==> config.mk <==
export PLATFORM = sky130hd
export DESIGN_NAME = adjacency_matrix_degree_tracker_top
export DESIGN_NICKNAME = d
export VERILOG_FILES = /design/src/design/amdt_pkg.sv /design/src/design/amdt_ctrl.sv /design/src/design/amdt_datapath.sv /design/src/design/adjacency_matrix_degree_tracker_top.sv
export SDC_FILE = /design/constraint.sdc
export NUM_CORES = 1
export LEC_CHECK = 0
export BUFFER_PORTS_ARGS = -buffer_cell sky130_fd_sc_hd__buf_4
export CORE_ASPECT_RATIO = 1.25
export CORE_MARGIN = 5
export CORE_UTILIZATION = 50
export DETAILED_ROUTE_END_ITERATION = 10
export PLACE_DENSITY = 0.66
export REMOVE_ABC_BUFFERS = 1
export SYNTH_ARGS = -nofsm -noshare
export SYNTH_HDL_FRONTEND = slang
export SYNTH_HIERARCHICAL = 1
export SYNTH_SLANG_ARGS = --single-unit
==> constraint.sdc <==
create_clock -name clock -period 4.75 [get_ports clock]
set_input_delay 0.475 -clock clock [delete_from_list [all_inputs] [get_ports clock]]
set_output_delay 0.475 -clock clock [all_outputs]
set_load 0.01 [all_outputs]
==> src/design/amdt_pkg.sv <==
`timescale 1ns / 1ps
// ----------------------------------------------------------------------------
// amdt_pkg
// Shared types and constants for the adjacency matrix degree tracker.
// ----------------------------------------------------------------------------
package amdt_pkg;

   // table size
   localparam int MAX_VERTICES = 16;
   localparam int VIDX_W       = (MAX_VERTICES > 1) ? $clog2(MAX_VERTICES) : 1;
   localparam int DEG_W        = $clog2(MAX_VERTICES + 1);
   localparam int CNT_W        = $clog2(MAX_VERTICES * (MAX_VERTICES - 1) + 1);

   // payload field widths
   localparam int CMD_W      = 1;
   localparam int VERTEX_W   = 8;
   localparam int STATUS_W   = 2;
   localparam int OUT_DEG_W  = 5;
   localparam int IN_DEG_W   = 5;
   localparam int TOTAL_W    = 8;

   // configuration port
   localparam int CSR_IDX_W  = 8;
   localparam int CSR_DATA_W = 8;
   localparam int VCOUNT_W   = 5;

   localparam logic [CSR_IDX_W-1:0] CSR_VERTEX_COUNT  = CSR_IDX_W'(0);
   localparam logic [CSR_IDX_W-1:0] CSR_DIRECTED_MODE = CSR_IDX_W'(1);

   localparam logic [VCOUNT_W-1:0] VCOUNT_RESET   = VCOUNT_W'(16);
   localparam logic                DIRECTED_RESET = 1'b1;

   // operation codes
   localparam logic [CMD_W-1:0] CMD_ADD    = 1'b0;
   localparam logic [CMD_W-1:0] CMD_REMOVE = 1'b1;

   // result status codes
   localparam logic [STATUS_W-1:0] ST_CHANGED   = 2'd0;
   localparam logic [STATUS_W-1:0] ST_NO_CHANGE = 2'd1;
   localparam logic [STATUS_W-1:0] ST_RANGE_ERR = 2'd2;

   typedef struct packed {
      logic [CMD_W-1:0]    cmd;
      logic [VERTEX_W-1:0] from_vertex;
      logic [VERTEX_W-1:0] to_vertex;
   } req_payload_type;

   typedef struct packed {
      logic [STATUS_W-1:0]  status;
      logic [OUT_DEG_W-1:0] from_out_degree;
      logic [IN_DEG_W-1:0]  to_in_degree;
      logic [TOTAL_W-1:0]   edge_total;
   } rsp_payload_type;

   // controller to datapath
   typedef struct packed {
      logic capture;
      logic sel_mirror;
      logic wr_fwd;
      logic wr_mir;
      logic load_rsp;
   } ctrl_cmd_type;

   // datapath to controller
   typedef struct packed {
      logic range_err;
      logic changed;
      logic undirected;
   } ctrl_status_type;

endpackage

==> src/design/amdt_ctrl.sv <==
`timescale 1ns / 1ps
// ----------------------------------------------------------------------------
// amdt_ctrl
// Sequencer: read, update and optional mirror update of one request.
// ----------------------------------------------------------------------------
module amdt_ctrl
   import amdt_pkg::*;
(
   input  logic            clock,
   input  logic            reset,
   input  logic            req_valid,
   output logic            req_ready,
   output logic            rsp_valid,
   input  logic            rsp_ready,
   input  ctrl_status_type dp_status,
   output ctrl_cmd_type    dp_cmd
);

   typedef enum logic [2:0] {
      S_IDLE,
      S_READ_FWD,
      S_WRITE_FWD,
      S_READ_MIR,
      S_WRITE_MIR,
      S_DONE
   } state_type;

   state_type state_ff, state_in;
   logic      rsp_valid_ff, rsp_valid_in;

   always_comb begin
      state_in            = state_ff;
      dp_cmd              = '0;
      dp_cmd.capture      = (state_ff == S_IDLE) && req_valid;
      case (state_ff)
         S_IDLE: begin
            if (req_valid) begin
               state_in = S_READ_FWD;
            end
         end
         S_READ_FWD: begin
            state_in = dp_status.range_err ? S_DONE : S_WRITE_FWD;
         end
         S_WRITE_FWD: begin
            dp_cmd.wr_fwd = 1'b1;
            if (dp_status.changed && dp_status.undirected) begin
               state_in = S_READ_MIR;
            end else begin
               state_in = S_DONE;
            end
         end
         S_READ_MIR: begin
            dp_cmd.sel_mirror = 1'b1;
            state_in          = S_WRITE_MIR;
         end
         S_WRITE_MIR: begin
            dp_cmd.wr_mir = 1'b1;
            state_in      = S_DONE;
         end
         S_DONE: begin
            // wait for the output register to free up
            if (!rsp_valid_ff || rsp_ready) begin
               dp_cmd.load_rsp = 1'b1;
               state_in        = S_IDLE;
            end
         end
         default: begin
            state_in = S_IDLE;
         end
      endcase

      if (dp_cmd.load_rsp) begin
         rsp_valid_in = 1'b1;
      end else if (rsp_ready) begin
         rsp_valid_in = 1'b0;
      end else begin
         rsp_valid_in = rsp_valid_ff;
      end
   end

   always_ff @(posedge clock) begin
      if (reset) begin
         state_ff     <= S_IDLE;
         rsp_valid_ff <= 1'b0;
      end else begin
         state_ff     <= state_in;
         rsp_valid_ff <= rsp_valid_in;
      end
   end

   assign req_ready = (state_ff == S_IDLE);
   assign rsp_valid = rsp_valid_ff;

endmodule

==> src/design/amdt_datapath.sv <==
`timescale 1ns / 1ps
// ----------------------------------------------------------------------------
// amdt_datapath
// Adjacency rows, degree tables, edge count, settings and result register.
// ----------------------------------------------------------------------------
module amdt_datapath
   import amdt_pkg::*;
(
   input  logic                  clock,
   input  logic                  reset,
   input  logic                  csr_valid,
   input  logic [CSR_IDX_W-1:0]  csr_index,
   input  logic [CSR_DATA_W-1:0] csr_wdata,
   input  req_payload_type       req_data,
   output rsp_payload_type       rsp_data,
   input  ctrl_cmd_type          dp_cmd,
   output ctrl_status_type       dp_status
);

   localparam logic [VERTEX_W-1:0]     MAX_V       = VERTEX_W'(MAX_VERTICES);
   localparam logic [MAX_VERTICES-1:0] ROW_ONE     = MAX_VERTICES'(1);
   localparam logic [VERTEX_W-1:0]     VERTEX_ONE  = VERTEX_W'(1);
   localparam logic [DEG_W-1:0]        DEG_ONE     = DEG_W'(1);
   localparam logic [CNT_W-1:0]        CNT_ONE     = CNT_W'(1);

   // settings
   logic [VCOUNT_W-1:0] vcount_ff, vcount_in;
   logic                directed_ff, directed_in;

   // captured request
   logic [CMD_W-1:0]  cmd_ff;
   logic [VIDX_W-1:0] f_ff;
   logic [VIDX_W-1:0] t_ff;
   logic              err_ff;

   // tables, one write and one read port each
   logic [MAX_VERTICES-1:0] adj_mem [MAX_VERTICES];
   logic [DEG_W-1:0]        out_mem [MAX_VERTICES];
   logic [DEG_W-1:0]        in_mem  [MAX_VERTICES];
   logic [MAX_VERTICES-1:0] adj_vld_ff, out_vld_ff, in_vld_ff;

   logic [MAX_VERTICES-1:0] adj_rd_ff;
   logic [DEG_W-1:0]        out_rd_ff, in_rd_ff;
   logic                    adj_rd_vld_ff, out_rd_vld_ff, in_rd_vld_ff;

   logic [CNT_W-1:0] count_ff, count_in;

   // result staging
   logic             changed_ff;
   logic [DEG_W-1:0] res_out_ff, res_in_ff;
   rsp_payload_type  rsp_data_ff;

   logic [VERTEX_W-1:0]     n_eff;
   logic [VERTEX_W-1:0]     vcount_ext;
   logic                    req_err;
   logic [VIDX_W-1:0]       row_addr, out_addr, in_addr, bit_idx;
   logic [MAX_VERTICES-1:0] adj_row;
   logic [DEG_W-1:0]        out_deg, in_deg, out_new, in_new;
   logic                    is_add, cur_bit, flip, wr_en;

   // write address: forward pass targets the first argument's pair
   function automatic logic [VIDX_W-1:0] row_addr_wr(input logic mir,
                                                     input logic [VIDX_W-1:0] a,
                                                     input logic [VIDX_W-1:0] b);
      return mir ? b : a;
   endfunction

   // range check on the incoming request
   assign vcount_ext = VERTEX_W'(vcount_ff);
   assign n_eff      = (vcount_ext > MAX_V) ? MAX_V : vcount_ext;
   assign req_err    = (req_data.from_vertex == '0) || (req_data.from_vertex > n_eff) ||
                       (req_data.to_vertex == '0) || (req_data.to_vertex > n_eff) ||
                       ((req_data.cmd == CMD_ADD) &&
                        (req_data.from_vertex == req_data.to_vertex));

   always_comb begin
      vcount_in   = vcount_ff;
      directed_in = directed_ff;
      if (csr_valid) begin
         if (csr_index == CSR_VERTEX_COUNT) begin
            vcount_in = csr_wdata[VCOUNT_W-1:0];
         end else if (csr_index == CSR_DIRECTED_MODE) begin
            directed_in = csr_wdata[0];
         end
      end
   end

   // forward pass uses row f, out f, in t; mirror pass swaps them
   assign row_addr = dp_cmd.sel_mirror ? t_ff : f_ff;
   assign out_addr = row_addr;
   assign in_addr  = dp_cmd.sel_mirror ? f_ff : t_ff;
   assign bit_idx  = dp_cmd.wr_mir ? f_ff : t_ff;

   assign adj_row = adj_rd_vld_ff ? adj_rd_ff : '0;
   assign out_deg = out_rd_vld_ff ? out_rd_ff : '0;
   assign in_deg  = in_rd_vld_ff  ? in_rd_ff  : '0;

   assign is_add  = (cmd_ff == CMD_ADD);
   assign cur_bit = adj_row[bit_idx];
   assign flip    = is_add ? !cur_bit : cur_bit;
   assign out_new = is_add ? (out_deg + DEG_ONE) : (out_deg - DEG_ONE);
   assign in_new  = is_add ? (in_deg + DEG_ONE) : (in_deg - DEG_ONE);
   assign wr_en   = (dp_cmd.wr_fwd || dp_cmd.wr_mir) && flip;

   always_comb begin
      count_in = count_ff;
      if (wr_en) begin
         count_in = is_add ? (count_ff + CNT_ONE) : (count_ff - CNT_ONE);
      end
   end

   always_ff @(posedge clock) begin
      if (reset) begin
         vcount_ff   <= VCOUNT_RESET;
         directed_ff <= DIRECTED_RESET;
         count_ff    <= '0;
         adj_vld_ff  <= '0;
         out_vld_ff  <= '0;
         in_vld_ff   <= '0;
      end else begin
         vcount_ff   <= vcount_in;
         directed_ff <= directed_in;
         count_ff    <= count_in;
         if (wr_en) begin
            adj_vld_ff[row_addr_wr(dp_cmd.wr_mir, f_ff, t_ff)] <= 1'b1;
            out_vld_ff[row_addr_wr(dp_cmd.wr_mir, f_ff, t_ff)] <= 1'b1;
            in_vld_ff[row_addr_wr(dp_cmd.wr_mir, t_ff, f_ff)]  <= 1'b1;
         end
      end
   end

   // table storage and registered reads
   always_ff @(posedge clock) begin
      if (wr_en) begin
         adj_mem[row_addr_wr(dp_cmd.wr_mir, f_ff, t_ff)] <= adj_row ^ (ROW_ONE << bit_idx);
         out_mem[row_addr_wr(dp_cmd.wr_mir, f_ff, t_ff)] <= out_new;
         in_mem[row_addr_wr(dp_cmd.wr_mir, t_ff, f_ff)]  <= in_new;
      end
      adj_rd_ff     <= adj_mem[row_addr];
      out_rd_ff     <= out_mem[out_addr];
      in_rd_ff      <= in_mem[in_addr];
      adj_rd_vld_ff <= adj_vld_ff[row_addr];
      out_rd_vld_ff <= out_vld_ff[out_addr];
      in_rd_vld_ff  <= in_vld_ff[in_addr];
   end

   // request capture and result staging
   always_ff @(posedge clock) begin
      if (dp_cmd.capture) begin
         cmd_ff <= req_data.cmd;
         f_ff   <= VIDX_W'(req_data.from_vertex - VERTEX_ONE);
         t_ff   <= VIDX_W'(req_data.to_vertex - VERTEX_ONE);
         err_ff <= req_err;
      end
      if (dp_cmd.wr_fwd) begin
         changed_ff <= flip;
         res_out_ff <= flip ? out_new : out_deg;
         res_in_ff  <= flip ? in_new : in_deg;
      end
      if (dp_cmd.load_rsp) begin
         if (err_ff) begin
            rsp_data_ff.status          <= ST_RANGE_ERR;
            rsp_data_ff.from_out_degree <= '0;
            rsp_data_ff.to_in_degree    <= '0;
         end else begin
            rsp_data_ff.status          <= changed_ff ? ST_CHANGED : ST_NO_CHANGE;
            rsp_data_ff.from_out_degree <= OUT_DEG_W'(res_out_ff);
            rsp_data_ff.to_in_degree    <= IN_DEG_W'(res_in_ff);
         end
         rsp_data_ff.edge_total <= TOTAL_W'(count_ff);
      end
   end

   assign rsp_data             = rsp_data_ff;
   assign dp_status.range_err  = err_ff;
   assign dp_status.changed    = flip;
   assign dp_status.undirected = !directed_ff;

endmodule

==> src/design/adjacency_matrix_degree_tracker_top.sv <==
`timescale 1ns / 1ps
// ----------------------------------------------------------------------------
// adjacency_matrix_degree_tracker_top
// Edge add/remove on an adjacency bit matrix with per-vertex degree counters.
// ----------------------------------------------------------------------------
// sequence: forward read and write states, then the mirror read and write
//   states when an undirected request changes its edge, then done; a range
//   error goes from the forward read straight to done, where the result waits
//   for a free output register. One request at a time; the next waits for done.
// reset: synchronous; clears the control, the edge count and the table valid
//   bits at once, so the graph starts empty with no clearing pass
module adjacency_matrix_degree_tracker_top
   import amdt_pkg::*;
(
   input  logic                  clock,
   input  logic                  reset,
   input  logic                  req_valid,
   output logic                  req_ready,
   input  req_payload_type       req_data,
   output logic                  rsp_valid,
   input  logic                  rsp_ready,
   output rsp_payload_type       rsp_data,
   input  logic                  csr_valid,
   output logic                  csr_ready,
   input  logic [CSR_IDX_W-1:0]  csr_index,
   input  logic [CSR_DATA_W-1:0] csr_wdata
);

   ctrl_cmd_type    dp_cmd;
   ctrl_status_type dp_status;

   assign csr_ready = 1'b1;

   amdt_ctrl u_ctrl (
      .clock     (clock),
      .reset     (reset),
      .req_valid (req_valid),
      .req_ready (req_ready),
      .rsp_valid (rsp_valid),
      .rsp_ready (rsp_ready),
      .dp_status (dp_status),
      .dp_cmd    (dp_cmd)
   );

   amdt_datapath u_datapath (
      .clock     (clock),
      .reset     (reset),
      .csr_valid (csr_valid),
      .csr_index (csr_index),
      .csr_wdata (csr_wdata),
      .req_data  (req_data),
      .rsp_data  (rsp_data),
      .dp_cmd    (dp_cmd),
      .dp_status (dp_status)
   );

   // one request at a time: busy right after a transfer
   a_busy_after_transfer: assert property (@(posedge clock) disable iff (reset)
      (req_valid && req_ready) |=> !req_ready)
      else $error("request taken while a previous one is in flight");

   // a range error reports no degrees
   a_err_zero_degrees: assert property (@(posedge clock) disable iff (reset)
      (rsp_valid && rsp_data.status == ST_RANGE_ERR) |->
      (rsp_data.from_out_degree == '0 && rsp_data.to_in_degree == '0))
      else $error("range error result carries degrees");

   // a new result only appears when the controller loads it
   a_result_loaded: assert property (@(posedge clock) disable iff (reset)
      $rose(rsp_valid) |-> $past(dp_cmd.load_rsp))
      else $error("result valid without a load");

   // status is one of the defined codes
   a_status_code: assert property (@(posedge clock) disable iff (reset)
      rsp_valid |-> (rsp_data.status == ST_CHANGED || rsp_data.status == ST_NO_CHANGE ||
                     rsp_data.status == ST_RANGE_ERR))
      else $error("undefined status code");

endmodule

==> results.md <==
Run status:
- The flow ran to the end, and the final reports show no timing, DRC or antenna violations.

Setup path:
- The critical path in this run is classified as reg -> reg.
- The critical path's slowest cell is sky130_fd_sc_hd__nor3b_2.
- Among cell families on the critical path, the largest total delay comes from simple AND/OR/NAND/NOR gates.
- The number of buffers and inverters on the critical path is 2.
- The arrival time at the worst endpoint is ~4.4 ns.
- Walking the worst path, the cells encountered are nor3b_2 -> buf_4 -> nor3_1 -> a21o_1 -> o41ai_1 -> and4_1 -> mux2i_4 -> buf_12 -> nand2_1 -> nor2_1.
- STA classifies the critical path startpoint as a register.
- STA puts the critical path data required time at 4.96 ns.
- For this run, the slowest stage of the critical path takes 0.71 ns.
- The length in cells of the worst reg-to-reg path is 10.
- The startpoint identified for the worst register-to-register timing path is u_ctrl/state_ff[2].
- The worst setup path is captured at a register.
- In this run the critical register-to-register path is captured at u_datapath/in_mem[3][1].
- Of all nets on the critical path, the largest fanout is 29.
- The minimum setup slack among reg-to-reg paths is 0.53 ns.

Synth:
- In the synthesized netlist the async set-or-reset flop fraction comes to 0%.
- The sequential-to-total area share from yosys stat is 69.5%.
- In this run, synthesis inferred 457 flip-flops with an integrated enable.
- A synthesized cell averages 16.1 sq um.
- The synthesized netlist contains 56 unique library cells.
- Yosys instantiated no cell more often than sky130_fd_sc_hd__edfxtp_1.
- Ranked by total cell area, the synthesized netlist is headed by sky130_fd_sc_hd__edfxtp_1 61%, sky130_fd_sc_hd__mux4_2 12%, sky130_fd_sc_hd__dfxtp_1 8.5%.
- Counting flops and latches in the post-synthesis netlist gives 552.
- After synthesis, the most frequently instantiated cells are 457 x sky130_fd_sc_hd__edfxtp_1, 116 x sky130_fd_sc_hd__mux4_2, 109 x sky130_fd_sc_hd__nand2_1.
- The post-synthesis cell area is roughly 22000 sq um.
- The number of instances in the synthesized netlist is 1393.
- In the synthesized netlist the dominant register cell turns out to be sky130_fd_sc_hd__edfxtp_1.
- The cell taking the most area after synthesis is sky130_fd_sc_hd__edfxtp_1.
- The synthesized design devotes to its leading area cell type 61.0% of total area.
- The count of warnings emitted by yosys is 6.

Cells and area:
- The area taken by flip-flops and latches is 15600 sq um.
- The fraction of final layout cells with drive strength greater than 1 is a little over a fifth.
- The utilization of the core after routing is a little under three fifths.
- The layout-stage area growth over the synthesis result is 13.7%.
- The count of cells in the finished layout, fillers not included, comes to 2097.
- The final net count is approximately 1500.
- The final antenna diode count is 0.
- The layout has approximately 3400 filler cells.
- The area of the multi-input gates is 6320 sq um.

Timing:
- The number of hold violations in the final report is 0.
- The ratio of final minimum period to clock period is 88.8%.
- The normalized max-slew margin is 10.8%.
- Subtracting the final worst setup slack from the clock period gives about 4.2 ns.
- Setup repair after global routing left no endpoint under its margin.
- The total negative setup slack is 0 ns.
- The measured slew at the worst slew-check pin is between 1 and 1.5 ns.
- The worst setup slack after layout is 0.534 ns.
- Setup violations remaining at the end of the flow were counted as 0.
- The highest achievable clock rate is 237 MHz.
- The number of pins exceeding their max-slew limit in the final report is 0.
- Clock skew on the completed layout was measured at 0.0143 ns.

Global route:
- The via count of the first global-routing pass is roughly 12000.
- The first global-routing pass estimated 75100 um of wire.
- Entering global routing, the biggest net connects 93 pins.
- The remaining global-route overflow is 0.
- The initial antenna violation count is 0.
- For this run, the total global-route usage over all layers was measured as 20.0%.

Pwr:
- The worst voltage drop across the vdd grid is approximately 0.30 mV.
- The power per cell area is 431 nW/um^2.
- The leakage power of the design is 8.61 nW.
- The total power is 0.0110 W.

Clocking:
- The H-tree generated during clock tree synthesis spans 2 levels.
- The number of clock buffers added by TritonCTS is between 50 and 60.
- After clock tree synthesis, the repair step resized 0 gates.
- TritonCTS built the clock tree.
- The later-pin clock latency in the skew report is 0.57 ns.
- After clock tree synthesis, the clock-pin slew on the worst setup and hold paths is approximately 0.06 ns.
- The number of buffers on the longest clock path is 3.
- The hold-fix buffer count after cts is 0.
- Post-CTS timing repair inserted 0 buffers for setup.
- The number of clock sinks seen by CTS is 552.
- CTS placed an instance of sky130_fd_sc_hd__clkbuf_16 at the clock tree root.

Drt:
- The wire length reported by the detailed router is about 50000 um.
- For this run, design rule violations remaining after detail routing come to 0.
- The number of vias in the routed layout is 12194.
- The number of vias per cell is 5.81.
- The number of DRC markers in iteration 0 is 959.
- The detailed-router iteration count before antenna repair is 5.
- After detailed routing, the average wire length per cell comes to 23.4 um.
- The post-detailed-route count of antenna-violating nets is 0.

Run:
- The number of max-capacitance violations reported is 0.

Hold path:
- The startpoint identified for the worst hold timing path is req_data[16].
- The sink of the worst hold path is u_datapath/cmd_ff.
- Counting instances, the worst hold path has a depth of 1.
- The worst hold-check path type is in -> reg.

Die:
- The vertical die dimension is 247 um.
- The number of rows created at floorplan is just under 90.
- The die footprint is 49400 sq um.
- The overall die width is 200 um.
- The top-level port count is between 60 and 70.
- The region available for standard cell placement spans 44800 sq um.
- For this configuration, the core starts out at a cell density of approximately half.

Place:
- Detailed placement ended at an HPWL of 29400 um.
- The weighted congestion at the end of routability-driven global placement is between 0.8 and 0.9.
- During placement, the flow inserted port buffers numbering 56.
- The worst setup slack before clock tree synthesis is 0.586 ns.
- The number of placed instances with taps included is 2001.
state kept, by name (all words and copies together), names as in the netlist, 5 cells and up:
| register | cells |
|---|---|
| u_datapath/in_rd_ff | 5 |
| u_datapath/count_ff | 8 |
| u_datapath/adj_rd_ff | 16 |
| u_datapath/in_mem | 80 |
| u_datapath/adj_vld_ff | 16 |
| u_datapath/res_in_ff | 5 |
| u_datapath/rsp_data | 20 |
| u_datapath/res_out_ff | 5 |
| u_datapath/out_vld_ff | 16 |
| u_datapath/adj_mem | 256 |
| u_datapath/vcount_ff | 5 |
| u_datapath/out_mem | 80 |
| u_datapath/out_rd_ff | 5 |
| u_datapath/in_vld_ff | 16 |
metrics by stage:
step                      hold slack [ns]  area (sq um)
final                              0.0957         25600
after global routing               0.0692         25600
after CTS                          0.0644         25600
after detailed placement            0.436         23900
after global placement              0.433         23900
after floorplan                     0.416         22100
metal layers:
| metal | global-route usage (%) | vias up | part of all wire (%) | wire length [um] |
|---|---|---|---|---|
| met2 | 34.9 | 350 | 52 | 25400 |
| met4 | 5.34 | 0 | 2.4 | 1190 |
| met1 | 27.0 | 6279 | 41 | 19900 |
| met3 | 2.30 | 71 | 5.1 | 2500 |
| met5 | 0 | - | 0 | 0 |
| li1 | - | 5494 | - | - |
cell type report:
type | instances | area share (%)
inverters | 71 | 1.04
repair buffers | 107 | 3.87
clock inverters | 17 | 0.695
well taps | 578 | 2.83
clock buffers | 79 | 5.77
flip-flops and latches | 552 | 61.1
multi-input cells | 693 | 24.7
kinds of logic (layout without fill, tap and decap cells):
logic type / after synthesis / after routing / share of synthesized area (%)
AO/OA/AOI/OAI: 184 / 184 / 5.15
AND/OR/NAND/NOR: 292 / 292 / 6.26
buffers and inverters: 148 / 274 / 2.80
other: 1 / 1 / 0.0167
multiplexers: 145 / 145 / 13.0
adder cells (fa/ha/maj): 27 / 27 / 1.60
XOR/XNOR: 44 / 44 / 1.71
flip-flops: 552 / 552 / 69.5
placed cells by master, fill, tap and decap left out, types with 4 or more instances in the layout:
cell type / instances
sky130_fd_sc_hd__clkinv_2: 8
sky130_fd_sc_hd__o211ai_1: 5
sky130_fd_sc_hd__nor3_1: 6
sky130_fd_sc_hd__nor2b_1: 23
sky130_fd_sc_hd__nand2_1: 109
sky130_fd_sc_hd__clkbuf_1: 18
sky130_fd_sc_hd__and2_1: 24
sky130_fd_sc_hd__a21o_1: 4
sky130_fd_sc_hd__o41ai_1: 5
sky130_fd_sc_hd__mux2i_1: 16
sky130_fd_sc_hd__xor2_1: 21
sky130_fd_sc_hd__edfxtp_1: 457
sky130_fd_sc_hd__inv_1: 70
sky130_fd_sc_hd__nand3_1: 24
sky130_fd_sc_hd__buf_12: 15
sky130_fd_sc_hd__nand2b_1: 7
sky130_fd_sc_hd__ha_1: 24
sky130_fd_sc_hd__buf_4: 92
sky130_fd_sc_hd__clkbuf_16: 52
sky130_fd_sc_hd__xnor2_1: 23
sky130_fd_sc_hd__mux2i_4: 5
sky130_fd_sc_hd__clkbuf_8: 7
sky130_fd_sc_hd__a21oi_1: 61
sky130_fd_sc_hd__nand3b_1: 9
sky130_fd_sc_hd__mux2_2: 6
sky130_fd_sc_hd__mux4_2: 116
sky130_fd_sc_hd__o21a_1: 6
sky130_fd_sc_hd__dfxtp_1: 95
sky130_fd_sc_hd__a31oi_1: 42
sky130_fd_sc_hd__nor2_1: 62
sky130_fd_sc_hd__a211oi_1: 30
sky130_fd_sc_hd__o21ai_0: 14
sky130_fd_sc_hd__o31ai_1: 5
worst reg2reg max path: stages (launching register included):
cell	delay, ns
sky130_fd_sc_hd__dfxtp_1	0.50
sky130_fd_sc_hd__nor3b_2	0.71
sky130_fd_sc_hd__buf_4	0.35
sky130_fd_sc_hd__nor3_1	0.09
sky130_fd_sc_hd__a21o_1	0.31
sky130_fd_sc_hd__o41ai_1	0.11
sky130_fd_sc_hd__and4_1	0.44
sky130_fd_sc_hd__mux2i_4	0.48
sky130_fd_sc_hd__buf_12	0.23
sky130_fd_sc_hd__nand2_1	0.19
sky130_fd_sc_hd__nor2_1	0.47
report_power, final:
part / internal [W] / total, W / leakage [nW] / switching, W
Combinational: 0.000495 / 0.00133 / 2.85 / 0.000840
Sequential: 0.00559 / 0.00569 / 4.94 / 0.0000996
Clock: 0.00231 / 0.00401 / 0.818 / 0.00170
worst max-delay path by stage:
stage                        from                        to  cells after the start
6_report       u_ctrl/state_ff[2]   u_datapath/in_mem[3][1]                     10
5_1_grt        u_ctrl/state_ff[2]   u_datapath/in_mem[3][1]                     10
4_1_cts        u_ctrl/state_ff[2]   u_datapath/in_mem[3][1]                     10
3_5_place_dp   u_ctrl/state_ff[2]  u_datapath/in_mem[10][0]                     10
3_3_place_gp   u_ctrl/state_ff[2]   u_datapath/in_mem[3][2]                     10
2_1_floorplan  u_ctrl/state_ff[0]  u_datapath/adj_rd_vld_ff                      7
Note: power is estimated with default switching activity, not from simulation.
